--- src/rtl/ingress_source_nat_filter_assert.svh ---
// Assertion macros for the ingress source-NAT filter.
// Included by the top level; no other dependencies.
`ifndef INGRESS_SOURCE_NAT_FILTER_ASSERT_SVH
`define INGRESS_SOURCE_NAT_FILTER_ASSERT_SVH
`ifndef SYNTHESIS
`define ISNF_ASSERT_IMP(lbl, ck, rn, ante, cons) \
  lbl: assert property (@(posedge ck) disable iff (!rn) (ante) |-> (cons)) \
    else $error("isnf check failed: same-cycle implication");
`define ISNF_ASSERT_NXT(lbl, ck, rn, ante, cons) \
  lbl: assert property (@(posedge ck) disable iff (!rn) (ante) |=> (cons)) \
    else $error("isnf check failed: next-cycle implication");
`else
`define ISNF_ASSERT_IMP(lbl, ck, rn, ante, cons)
`define ISNF_ASSERT_NXT(lbl, ck, rn, ante, cons)
`endif
`endif

--- src/rtl/isnf_pkg.sv ---
// Shared types and codes for the ingress source-NAT filter.
// No dependencies.
`timescale 1ns / 1ps
package isnf_pkg;

  localparam int unsigned DataW   = 64;
  localparam int unsigned BytesW  = 4;
  localparam int unsigned ReasonW = 3;
  localparam int unsigned IpW     = 32;
  localparam int unsigned MacW    = 48;
  localparam int unsigned CfgIdxW = 2;
  localparam int unsigned PosW    = 6;

  // register indexes
  localparam logic [CfgIdxW-1:0] REG_SENTRY_IP   = 2'd0;
  localparam logic [CfgIdxW-1:0] REG_GATEWAY_IP  = 2'd1;
  localparam logic [CfgIdxW-1:0] REG_ROUTER_MAC  = 2'd2;

  // frame kinds
  localparam logic [1:0] KIND_UNKNOWN = 2'd0;
  localparam logic [1:0] KIND_ARP     = 2'd1;
  localparam logic [1:0] KIND_IPV4    = 2'd2;
  localparam logic [1:0] KIND_OTHER   = 2'd3;

  // drop reasons
  localparam logic [ReasonW-1:0] RSN_NONE   = 3'd0;
  localparam logic [ReasonW-1:0] RSN_SHORT  = 3'd1;
  localparam logic [ReasonW-1:0] RSN_GROUP  = 3'd2;
  localparam logic [ReasonW-1:0] RSN_PROTO  = 3'd3;
  localparam logic [ReasonW-1:0] RSN_FRAG   = 3'd4;
  localparam logic [ReasonW-1:0] RSN_SENDER = 3'd5;

  localparam logic [15:0] ETYPE_ARP   = 16'h0806;
  localparam logic [15:0] ETYPE_IPV4  = 16'h0800;
  localparam logic [15:0] ARP_OP_REPLY = 16'h0002;
  localparam logic [15:0] FRAG_MASK   = 16'h3FFF;

  localparam logic [PosW-1:0] POS_MAX   = 6'd63;
  localparam logic [PosW-1:0] LEN_ETH   = 6'd14;
  localparam logic [PosW-1:0] LEN_IPV4  = 6'd34;
  localparam logic [PosW-1:0] LEN_ARP   = 6'd42;
  localparam logic [BytesW-1:0] BEAT_BYTES = 4'd8;

  typedef struct packed {
    logic [DataW-1:0]  data;
    logic [BytesW-1:0] bytes;
    logic              last;
  } isnf_beat_t;

  typedef struct packed {
    logic [DataW-1:0]   data;
    logic [BytesW-1:0]  bytes;
    logic               last;
    logic               drop;
    logic [ReasonW-1:0] reason;
  } isnf_res_t;

  typedef struct packed {
    logic [IpW-1:0]  sentry_ip;
    logic [IpW-1:0]  gateway_ip;
    logic [MacW-1:0] router_mac;
  } isnf_cfg_t;

  typedef struct packed {
    logic [PosW-1:0]    pos;
    logic [1:0]         kind;
    logic               reply;
    logic [ReasonW-1:0] reason;
  } isnf_frame_t;

endpackage

--- src/rtl/isnf_in_reg.sv ---
// Input beat register with valid/ready handshake.
// Depends on isnf_pkg.
`timescale 1ns / 1ps
module isnf_in_reg (
  input  logic                 clk,
  input  logic                 rst_n,
  input  logic                 in_valid,
  output logic                 in_ready,
  input  isnf_pkg::isnf_beat_t in_beat,
  input  logic                 take,
  output logic                 st_valid,
  output isnf_pkg::isnf_beat_t st_beat
);
  import isnf_pkg::*;

  logic       valid_r, valid_nxt;
  isnf_beat_t beat_r;
  logic       load;

  assign in_ready = !valid_r || take;
  assign load     = in_valid && in_ready;

  always_comb begin
    valid_nxt = valid_r;
    if (load) begin
      valid_nxt = 1'b1;
    end else if (take) begin
      valid_nxt = 1'b0;
    end
  end

  always_ff @(posedge clk) begin
    if (!rst_n) begin
      valid_r <= 1'b0;
    end else begin
      valid_r <= valid_nxt;
    end
  end

  always_ff @(posedge clk) begin
    if (load) begin
      beat_r <= in_beat;
    end
  end

  assign st_valid = valid_r;
  assign st_beat  = beat_r;

endmodule

--- src/rtl/isnf_rewrite.sv ---
// Per-beat header rewrite, checksum patch and verdict, with frame tracking state.
// Depends on isnf_pkg.
`timescale 1ns / 1ps
module isnf_rewrite (
  input  logic                 clk,
  input  logic                 rst_n,
  input  logic                 fire,
  input  isnf_pkg::isnf_cfg_t  cfg,
  input  isnf_pkg::isnf_beat_t beat,
  output isnf_pkg::isnf_res_t  res
);
  import isnf_pkg::*;

  isnf_frame_t        st_r, st_nxt;
  logic [2:0]         beat_idx;
  logic [DataW-1:0]   d, o;
  logic [15:0]        word;
  logic [1:0]         kind_n;
  logic               reply_n;
  logic [ReasonW-1:0] rsn_n;
  logic [ReasonW-1:0] note;
  logic [18:0]        csum;
  logic [16:0]        fold1;
  logic [15:0]        fold2;
  logic [BytesW-1:0]  valid_cnt;
  logic [PosW:0]      len_raw;
  logic [PosW-1:0]    len;
  logic [PosW:0]      pos_add;
  logic [ReasonW-1:0] verdict;

  assign beat_idx = st_r.pos[PosW-1:3];
  assign d        = beat.data;
  assign word     = d[31:16];

  // incremental checksum: ~(~hc + ~old + new), folded twice
  always_comb begin
    csum  = {3'b0, ~d[63:48]}
          + {3'b0, ~cfg.sentry_ip[31:16]}
          + {3'b0, ~cfg.sentry_ip[15:0]}
          + {3'b0, cfg.gateway_ip[31:16]}
          + {3'b0, cfg.gateway_ip[15:0]};
    fold1 = {1'b0, csum[15:0]} + {14'b0, csum[18:16]};
    fold2 = fold1[15:0] + {15'b0, fold1[16]};
  end

  always_comb begin
    o       = d;
    kind_n  = st_r.kind;
    reply_n = st_r.reply;
    note    = RSN_NONE;
    case (beat_idx)
      3'd0: begin
        if (d[56]) note = RSN_GROUP;
        o[15:0] = cfg.router_mac[47:32];
      end
      3'd1: begin
        o[63:32] = cfg.router_mac[31:0];
        if (word == ETYPE_ARP) begin
          kind_n = KIND_ARP;
        end else if (word == ETYPE_IPV4) begin
          kind_n = KIND_IPV4;
        end else begin
          kind_n = KIND_OTHER;
          note   = RSN_PROTO;
        end
      end
      3'd2: begin
        if (st_r.kind == KIND_ARP) begin
          reply_n = (word == ARP_OP_REPLY);
          if (reply_n) o[15:0] = cfg.router_mac[47:32];
        end else if (st_r.kind == KIND_IPV4) begin
          if ((word & FRAG_MASK) != 16'd0) note = RSN_FRAG;
        end
      end
      3'd3: begin
        if (st_r.kind == KIND_ARP) begin
          if (st_r.reply) o[63:32] = cfg.router_mac[31:0];
          if (d[31:0] != cfg.sentry_ip) note = RSN_SENDER;
          o[31:0] = cfg.gateway_ip;
        end else if (st_r.kind == KIND_IPV4) begin
          o[63:48] = ~fold2;
          if (d[47:16] != cfg.sentry_ip) note = RSN_SENDER;
          o[47:16] = cfg.gateway_ip;
        end
      end
      default: ;
    endcase
    // first reason sticks
    rsn_n = (st_r.reason == RSN_NONE) ? note : st_r.reason;
  end

  // verdict on the last beat
  always_comb begin
    valid_cnt = (beat.bytes > BEAT_BYTES) ? BEAT_BYTES : beat.bytes;
    len_raw   = {1'b0, st_r.pos} + {3'b0, valid_cnt};
    len       = (len_raw > {1'b0, POS_MAX}) ? POS_MAX : len_raw[PosW-1:0];
    if (len < LEN_ETH) begin
      verdict = RSN_SHORT;
    end else if (rsn_n == RSN_GROUP) begin
      verdict = RSN_GROUP;
    end else if (kind_n == KIND_ARP) begin
      verdict = (len < LEN_ARP) ? RSN_SHORT : rsn_n;
    end else if (kind_n == KIND_IPV4) begin
      verdict = (len < LEN_IPV4) ? RSN_SHORT : rsn_n;
    end else begin
      verdict = RSN_PROTO;
    end
  end

  always_comb begin
    pos_add = {1'b0, st_r.pos} + 7'd8;
    if (beat.last) begin
      st_nxt = '0;
    end else begin
      st_nxt.pos    = (pos_add > {1'b0, POS_MAX}) ? POS_MAX : pos_add[PosW-1:0];
      st_nxt.kind   = kind_n;
      st_nxt.reply  = reply_n;
      st_nxt.reason = rsn_n;
    end
  end

  always_ff @(posedge clk) begin
    if (!rst_n) begin
      st_r <= '0;
    end else if (fire) begin
      st_r <= st_nxt;
    end
  end

  assign res.data   = o;
  assign res.bytes  = beat.bytes;
  assign res.last   = beat.last;
  assign res.drop   = beat.last && (verdict != RSN_NONE);
  assign res.reason = beat.last ? verdict : RSN_NONE;

endmodule

--- src/rtl/isnf_out_reg.sv ---
// Result register driving the output channel.
// Depends on isnf_pkg.
`timescale 1ns / 1ps
module isnf_out_reg (
  input  logic                clk,
  input  logic                rst_n,
  input  logic                load,
  input  isnf_pkg::isnf_res_t res_in,
  output logic                out_valid,
  input  logic                out_ready,
  output isnf_pkg::isnf_res_t res_out
);
  import isnf_pkg::*;

  logic      valid_r, valid_nxt;
  isnf_res_t res_r;

  always_comb begin
    valid_nxt = valid_r;
    if (load) begin
      valid_nxt = 1'b1;
    end else if (out_ready) begin
      valid_nxt = 1'b0;
    end
  end

  always_ff @(posedge clk) begin
    if (!rst_n) begin
      valid_r <= 1'b0;
    end else begin
      valid_r <= valid_nxt;
    end
  end

  always_ff @(posedge clk) begin
    if (load) begin
      res_r <= res_in;
    end
  end

  assign out_valid = valid_r;
  assign res_out   = res_r;

endmodule

--- src/rtl/ingress_source_nat_filter.sv ---
// Ingress source-NAT filter: beats pass one input register, one rewrite pass, one result register.
// Depends on isnf_pkg, isnf_in_reg, isnf_rewrite, isnf_out_reg and the assertion header.
// The block takes one 64-bit beat per cycle unless out_ready holds the output, passes it through
// the input and result registers and rewrites the source MAC, ARP sender fields or IPv4 source
// address and checksum; throughput is one beat per cycle when not stalled, set by the single
// rewrite pass between the registers. The verdict appears with the last beat. Configuration writes
// take effect on the next cycle and are meant to happen between frames while no beat is in flight.
`timescale 1ns / 1ps
`include "ingress_source_nat_filter_assert.svh"
module ingress_source_nat_filter (
  input  logic                               clk,
  input  logic                               rst_n,
  input  logic                               cfg_we,
  input  logic [isnf_pkg::CfgIdxW-1:0]       cfg_index,
  input  logic [isnf_pkg::MacW-1:0]          cfg_data,
  input  logic                               in_valid,
  output logic                               in_ready,
  input  logic [isnf_pkg::DataW-1:0]         in_beat_data,
  input  logic [isnf_pkg::BytesW-1:0]        in_beat_bytes,
  input  logic                               in_beat_last,
  output logic                               out_valid,
  input  logic                               out_ready,
  output logic [isnf_pkg::DataW-1:0]         out_data,
  output logic [isnf_pkg::BytesW-1:0]        out_bytes,
  output logic                               out_last,
  output logic                               out_drop_frame,
  output logic [isnf_pkg::ReasonW-1:0]       out_drop_reason
);
  import isnf_pkg::*;

  isnf_cfg_t  cfg_r;
  isnf_beat_t in_beat, st_beat;
  isnf_res_t  res_c, res_q;
  logic       st_valid;
  logic       proc_fire;

  always_ff @(posedge clk) begin
    if (!rst_n) begin
      cfg_r <= '0;
    end else if (cfg_we) begin
      unique case (cfg_index)
        REG_SENTRY_IP:   cfg_r.sentry_ip   <= cfg_data[IpW-1:0];
        REG_GATEWAY_IP:  cfg_r.gateway_ip  <= cfg_data[IpW-1:0];
        REG_ROUTER_MAC:  cfg_r.router_mac  <= cfg_data;
        default: ;
      endcase
    end
  end

  assign in_beat.data  = in_beat_data;
  assign in_beat.bytes = in_beat_bytes;
  assign in_beat.last  = in_beat_last;

  // move a beat into the result register when it is empty or draining
  assign proc_fire = st_valid && (!out_valid || out_ready);

  isnf_in_reg u_in_reg (
    .clk      (clk),
    .rst_n    (rst_n),
    .in_valid (in_valid),
    .in_ready (in_ready),
    .in_beat  (in_beat),
    .take     (proc_fire),
    .st_valid (st_valid),
    .st_beat  (st_beat)
  );

  isnf_rewrite u_rewrite (
    .clk   (clk),
    .rst_n (rst_n),
    .fire  (proc_fire),
    .cfg   (cfg_r),
    .beat  (st_beat),
    .res   (res_c)
  );

  isnf_out_reg u_out_reg (
    .clk       (clk),
    .rst_n     (rst_n),
    .load      (proc_fire),
    .res_in    (res_c),
    .out_valid (out_valid),
    .out_ready (out_ready),
    .res_out   (res_q)
  );

  assign out_data        = res_q.data;
  assign out_bytes       = res_q.bytes;
  assign out_last        = res_q.last;
  assign out_drop_frame  = res_q.drop;
  assign out_drop_reason = res_q.reason;

  `ISNF_ASSERT_IMP(a_no_verdict_mid, clk, rst_n, out_valid && !out_last, !out_drop_frame && (out_drop_reason == RSN_NONE))
  `ISNF_ASSERT_IMP(a_drop_has_reason, clk, rst_n, out_valid && out_last, out_drop_frame == (out_drop_reason != RSN_NONE))
  `ISNF_ASSERT_IMP(a_reason_range, clk, rst_n, out_valid, out_drop_reason <= RSN_SENDER)
  `ISNF_ASSERT_NXT(a_fire_fills_out, clk, rst_n, proc_fire, out_valid)

endmodule
--- config.mk ---
export PLATFORM = sky130hd
export DESIGN_NAME = ingress_source_nat_filter
export DESIGN_NICKNAME = d
export VERILOG_FILES = /design/src/rtl/isnf_pkg.sv /design/src/rtl/isnf_in_reg.sv /design/src/rtl/isnf_rewrite.sv /design/src/rtl/isnf_out_reg.sv /design/src/rtl/ingress_source_nat_filter.sv
export VERILOG_INCLUDE_DIRS = /design/src /design/src/rtl
export SDC_FILE = /design/constraint.sdc
export NUM_CORES = 1
export LEC_CHECK = 0
export BUFFER_PORTS_ARGS = -buffer_cell sky130_fd_sc_hd__clkbuf_2
export CORE_MARGIN = 10
export CORE_UTILIZATION = 53
export DETAILED_ROUTE_END_ITERATION = 16
export GPL_TIMING_DRIVEN = 0
export PLACE_DENSITY = 0.77
export SYNTH_ARGS = -nofsm -noshare
export SYNTH_HDL_FRONTEND = slang
export SYNTH_SLANG_ARGS = --single-unit
--- constraint.sdc ---
create_clock -name clk -period 8.45 [get_ports clk]
set_input_delay 1.69 -clock clk [delete_from_list [all_inputs] [get_ports clk]]
set_output_delay 1.69 -clock clk [all_outputs]
set_load 0.02 [all_outputs]
Word-level counts from Yosys, hierarchy flattened. Cells that the tools add are included.

Bitwise logic cells: 4. Equal/unequal tests: 15. Reduce and logical (&&, ||, !) cells: 20. Shift-type cells: 0. Div/mod/pow operators: 0. $mul: 0. Add/subtract/negate cells: 8. Mux-type cells: 40. Order comparisons: 6.

Operators with widths (count): 48-bit 2-to-1 mux (2); 16-bit 2-to-1 mux (4); 32-bit != test (2); 16-bit inverter (4); 32-bit one-hot mux with 2 select lines (1); 19-bit by 16-bit adder with 19-bit output (3); 16-bit one-hot mux with 3 select lines (1); 3-bit 2-to-1 mux (15); 16-bit by 12-bit equality test with 1-bit output (second input constant) (2); 32-bit 2-to-1 mux (1); 16-bit by 16-bit adder with 17-bit output (1); 16-bit by 3-bit adder with 17-bit output (1); 16-bit by 1-bit adder with 16-bit output (1); 16-bit by 2-bit equality test with 1-bit output (second input constant) (1); 16-bit nonzero test (1); 7-bit by 6-bit > comparator with 1-bit output (second input constant) (2); 6-bit < comparator (second input constant) (2); 12-bit 2-to-1 mux (1); 6-bit 2-to-1 mux (2); 3-bit one-hot mux with 4 select lines (1); 3-bit by 2-bit equality test with 1-bit output (second input constant) (3); 2-bit 2-to-1 mux (4); 2-bit nonzero test (4); 6-bit by 4-bit adder with 7-bit output (1); 16 further kinds (33).

Memories: 0. Flip-flop bits (word level): 268. Latch bits: 0. ROM bits: 0. Output and inout port bits: 75. Memory bits (writable): 0.

Depth between registers and ports, before layout.
Depth after elaboration: 13. Gate-level depth with buffers: 44. Depth with buffers taken out: 44.

By module. From an unflattened synthesis, not the netlist that was laid out.

Cells, all modules: 1731. Area total of the unflattened synthesis: 16303.1 um^2.

Modules (own cells, without submodules): isnf_rewrite (times used 1, seq. area each 200.2 um^2, cells each 1161, area each 7699.9 um^2); ingress_source_nat_filter (times used 1, seq. area each 2242.2 um^2, cells each 420, area each 4240.3 um^2); isnf_out_reg (times used 1, seq. area each 2212.1 um^2, cells each 76, area each 2233.4 um^2); isnf_in_reg (times used 1, seq. area each 2092.0 um^2, cells each 74, area each 2129.5 um^2).

Least setup slack after synthesis. No wires, ideal clock.

Kind: register to register. From: register cfg_r[97] (netlist bit). To: register u_out_reg.res_r, in the netlist u_out_reg.res_out[69], data pin. Setup time: 0.158 ns. Stages on the path, launching flop included: 43. Period minus slack after synthesis: 8.291 ns. Setup slack: 0.159 ns. Data required time: 8.292 ns. Arrival time: 8.133 ns. Cell sequence: dfxtp_1 -> inv_1 -> ha_1 -> a21o_1 -> a21oi_1 -> o21bai_1 -> a21oi_1 -> o21bai_1 -> a21oi_1 -> xnor2_1 -> fa_1 -> inv_1 -> fa_1 -> inv_1 -> ha_1 -> clkbuf_1 -> a21o_1 -> a21o_1 -> (+7 left out) -> o21a_1 -> ha_1 -> a21oi_1 -> nor2_1 -> o31a_1 -> nand4_1 -> nor3_1 -> nand4_1 -> nor4b_1 -> ha_1 -> ha_1 -> nand3_1 -> a211oi_1 -> and2_1 -> o211ai_1 -> xnor2_1 -> a221o_1 -> o211ai_1.

RTL lines: start: declaration (RTL line ingress_source_nat_filter.sv:31) `isnf_cfg_t cfg_r;`; end signal: assignment (RTL line isnf_out_reg.sv:37) `res_r <= res_in;`; end: declaration (RTL line isnf_out_reg.sv:16) `isnf_res_t res_r;`.

==> key figures <==
Die
  – Die Y: about 190 um
  – Starting Density: 53.5%
  – Site Rows: 62
  – Core Area: 0.0286 mm2
  – Chip Width: 190 um
  – Die area: 0.0361 mm2
  – # IOs: 199

STA
  – Setup ws final: -0.0542 ns
  – Final hold slack: 0.443 ns
  – Max-slew headroom: 30.7%
  – Fin crit share: 101%
  – TNS Setup: -0.185 ns
  – Worst-margin pin slew: 1.03 ns
  – Unrepaired setup endpoints after global routing: true
  – Final Hold Viols: 0
  – Final setup violation count: 5
  – Max Clk Rate: 0.118 GHz
  – Final setup skew: approximately 0.015 ns
  – Fin crit period: 8.50 ns
  – Final Slew Violations: 0

Yosys
  – Flops & latches, synth: between 200 and 300
  – Cells after synthesis: roughly 1.7k
  – Syn nets: 1,872
  – Number of distinct library cells after synthesis: 77
  – Post-synth EDFFs: between 100 and 150
  – Main flop type after synthesis: edfxtp_1
  – Synth area leaders: edfxtp_1, dfxtp_1, nand2_1, a21boi_0, fa_1
  – Share of the synthesized area in the top cell type: 27.8%
  – Count leader, synth: nand2_1
  – Most frequent cells after synthesis: nand2_1, edfxtp_1, dfxtp_1
  – Fraction of registers with async set/reset: 0%
  – Mean Syn Cell Area: 9.21 um2
  – Post-Syn Area: 0.0153 mm2
  – Synth area leader: edfxtp_1
  – Sequential share of the synthesized area: 44.0%
  – Yosys warnings: 0

Place
  – Dpl hpwl: 42.6 mm
  – Routability cong.: around 1.1
  – IO Port Bufs: about 200
  – Placed inst area: 0.0169 mm2

Global routing
  – Initial antenna violation count: 0
  – Tot GR Track Use: 29.6%
  – Vias in the first global route: between 10k and 15k
  – Wire length of the first global-routing pass: a little over 80 mm
  – Gr ovfl total: 0
  – Largest net degree at the start of global routing: 56

Clocking
  – Worst-path clk slew: ~0.07 ns
  – Clock Latency Late Sink: approximately 0.56 ns
  – Hold-fix buffers at CTS: 0
  – Clock Path Buffers: 3
  – TritonCTS clock tree: yes
  – Sink Count: 266
  – Inserted Clock Buffers: 28
  – Htree depth: 1
  – Clock root buffer: clkbuf_16

Hold path
  – Critical hold path startpoint: u_in_reg.st_beat[3]
  – Hold Path Class: reg -> reg

Finish
  – Fill cells: 2,332
  – Layout area overhead: 22.4%
  – Ant diodes: 0
  – Fin nets: 2,158
  – Final Instance Area: 0.0188 mm2
  – Share of cells above drive strength 1: 20.8%
  – Finished Core Util: 65.6%
  – Area of the multi-input gates: 0.00829 mm2
  – Sequential cell area: 0.00675 mm2

Routing
  – WL/cell: between 20 and 25 um
  – DRC Markers: 0
  – Final wirelength: approximately 56 mm
  – TritonRoute pass-1 iters: 6
  – Antenna Nets Post-Route: 0
  – Vias: 14.3k
  – Via density per instance: 6.09
  – Iter 0 DRT Violations: 1,849

Power and ir drop
  – Internal: 2.80 mW
  – Logic pwr share: a little under two fifths
  – Clk pwr share: 29.1%
  – Peak VDD IR: 169 uV
  – P_sw: around 1.6 mW
  – Switching Fraction: 35.7%
  – Seq pwr share: between 30% and 40%
  – Pwr dens: 232 mW/mm2
  – Leak Pwr: 7.34 nW

Outcome
  – Status: complete, but fails checks
  – Failing checks: setup timing

Critical path
  – Most frequent cell on the critical path: buf_4
  – Arrival @ worst endpoint: 8.80 ns
  – CP peak stage delay: 0.52 ns
  – Endpoint kind of the worst setup timing path: flop
  – Startpoint Class: flop
  – CP delay by family, top: compound AO/OA/AOI/OAI gates
  – Worst Path Required: 8.75 ns
  – Crit-path slowest cell: fa_1
  – WS Path Type: reg -> reg
  – CP Max Fanout: 5
  – WP buf/inv: 9
  – Reg-to-Reg Start: cfg_r[99]
  – Worst Setup SP: cfg_r[99]

Job
  – MaxCap Viol Count: 0
-- cell families after synthesis --
family | after synthesis | share of synthesized area (%)
simple gates | 520 | 15.0
buf+inv | 216 | 5.32
compound gates | 466 | 20.5
fa+ha+maj | 83 | 8.49
flops | 266 | 44.0
xor+xnor | 108 | 6.27
mux | 6 | 0.408
-- worst reg2reg max path: cells and delay by family, from the launching register on --
kind,cells,cell delay [ns]
AO/OA/AOI/OAI,12,2.32
XOR/XNOR,1,0.13
adder cells (fa/ha/maj),7,2.26
buffers and inverters,9,0.94
flip-flops,1,0.49
AND/OR/NAND/NOR,14,2.13
-- worst paths after layout --
check / end / slack, ns / cells after the start
worst min register to register: u_out_reg.res_out[7] / 0.44 / 0
worst max register to register: u_out_reg.res_out[70] / -0.05 / 43
worst min-delay path: u_out_reg.res_out[7] / 0.44 / 0
worst max-delay path: u_out_reg.res_out[70] / -0.05 / 43
-- per-stage QoR --
stage          power, mW  instances  setup slack [ns]
2_1_floorplan       2.34       1665             0.159
3_3_place_gp        2.68       2247             -1.15
3_5_place_dp        2.70       2249             -1.29
4_1_cts             4.10       2339           0.00173
5_1_grt             4.52       2357            -0.384
6_report            4.36       2357           -0.0542
-- per-layer routing --
layer  track usage (%)  vias up  share of wire [%]
met4              12.8        0                5.1
met2              45.5      907                 45
met5                 0        -                  0
met3              6.13      167                 11
met1              39.6     6837                 39
li1                  -     6437                  -
-- what timing repair did --
item / CTS / global route
setup endpoints to repair: 16 / 16
resized for setup: 57 / 54
pin swaps: 38 / 46
setup buffers: 39 / 19
-- layout make-up --
type / instances / share of cell area, %
Buffer: 94 / 1.93
Clock buffer: 37 / 4.29
Clock inverter: 15 / 0.753
Inverter: 121 / 2.43
Multi-Input combinational cell: 1183 / 44.2
Sequential cell: 266 / 36.0
Tap cell: 384 / 2.56
Timing Repair Buffer: 257 / 7.87
-- sequential cells by signal (all words and copies together) (netlist names) --
register             count
u_out_reg.res_out       73
u_out_reg.out_valid      1
u_in_reg.st_valid        1
u_rewrite.beat_idx       3
u_rewrite.st_r           7
cfg_r                  112
u_in_reg.st_beat        69
-- cells in the final DEF (no fill, tap or decap), types with 12 or more instances in the layout --
master	n
xor2_1	41
dfxtp_1	122
o21ai_0	49
inv_1	114
o22a_1	17
a21oi_1	100
clkbuf_16	29
clkbuf_1	91
nor2b_1	18
fa_1	33
a221oi_1	18
edfxtp_1	142
ha_1	36
nor4_1	13
nor3_1	20
buf_4	56
o221ai_1	12
o22ai_1	39
a21boi_0	114
xnor2_1	55
a22oi_1	15
nand2_1	324
nor2_1	54
nand4_1	13
nand3_1	21
clkbuf_2	198
a21oi_2	13
-- power groups by stage --
stage               registers (mW)  clock network (mW)  logic, mW
global placement              1.52                   0       1.16
CTS                           1.49                1.27       1.35
finish                        1.49                1.27       1.60
floorplan                     1.51                   0      0.834
detailed placement            1.51                   0       1.19
global route                  1.49                1.32       1.70
(Power assumes the default switching activity.)
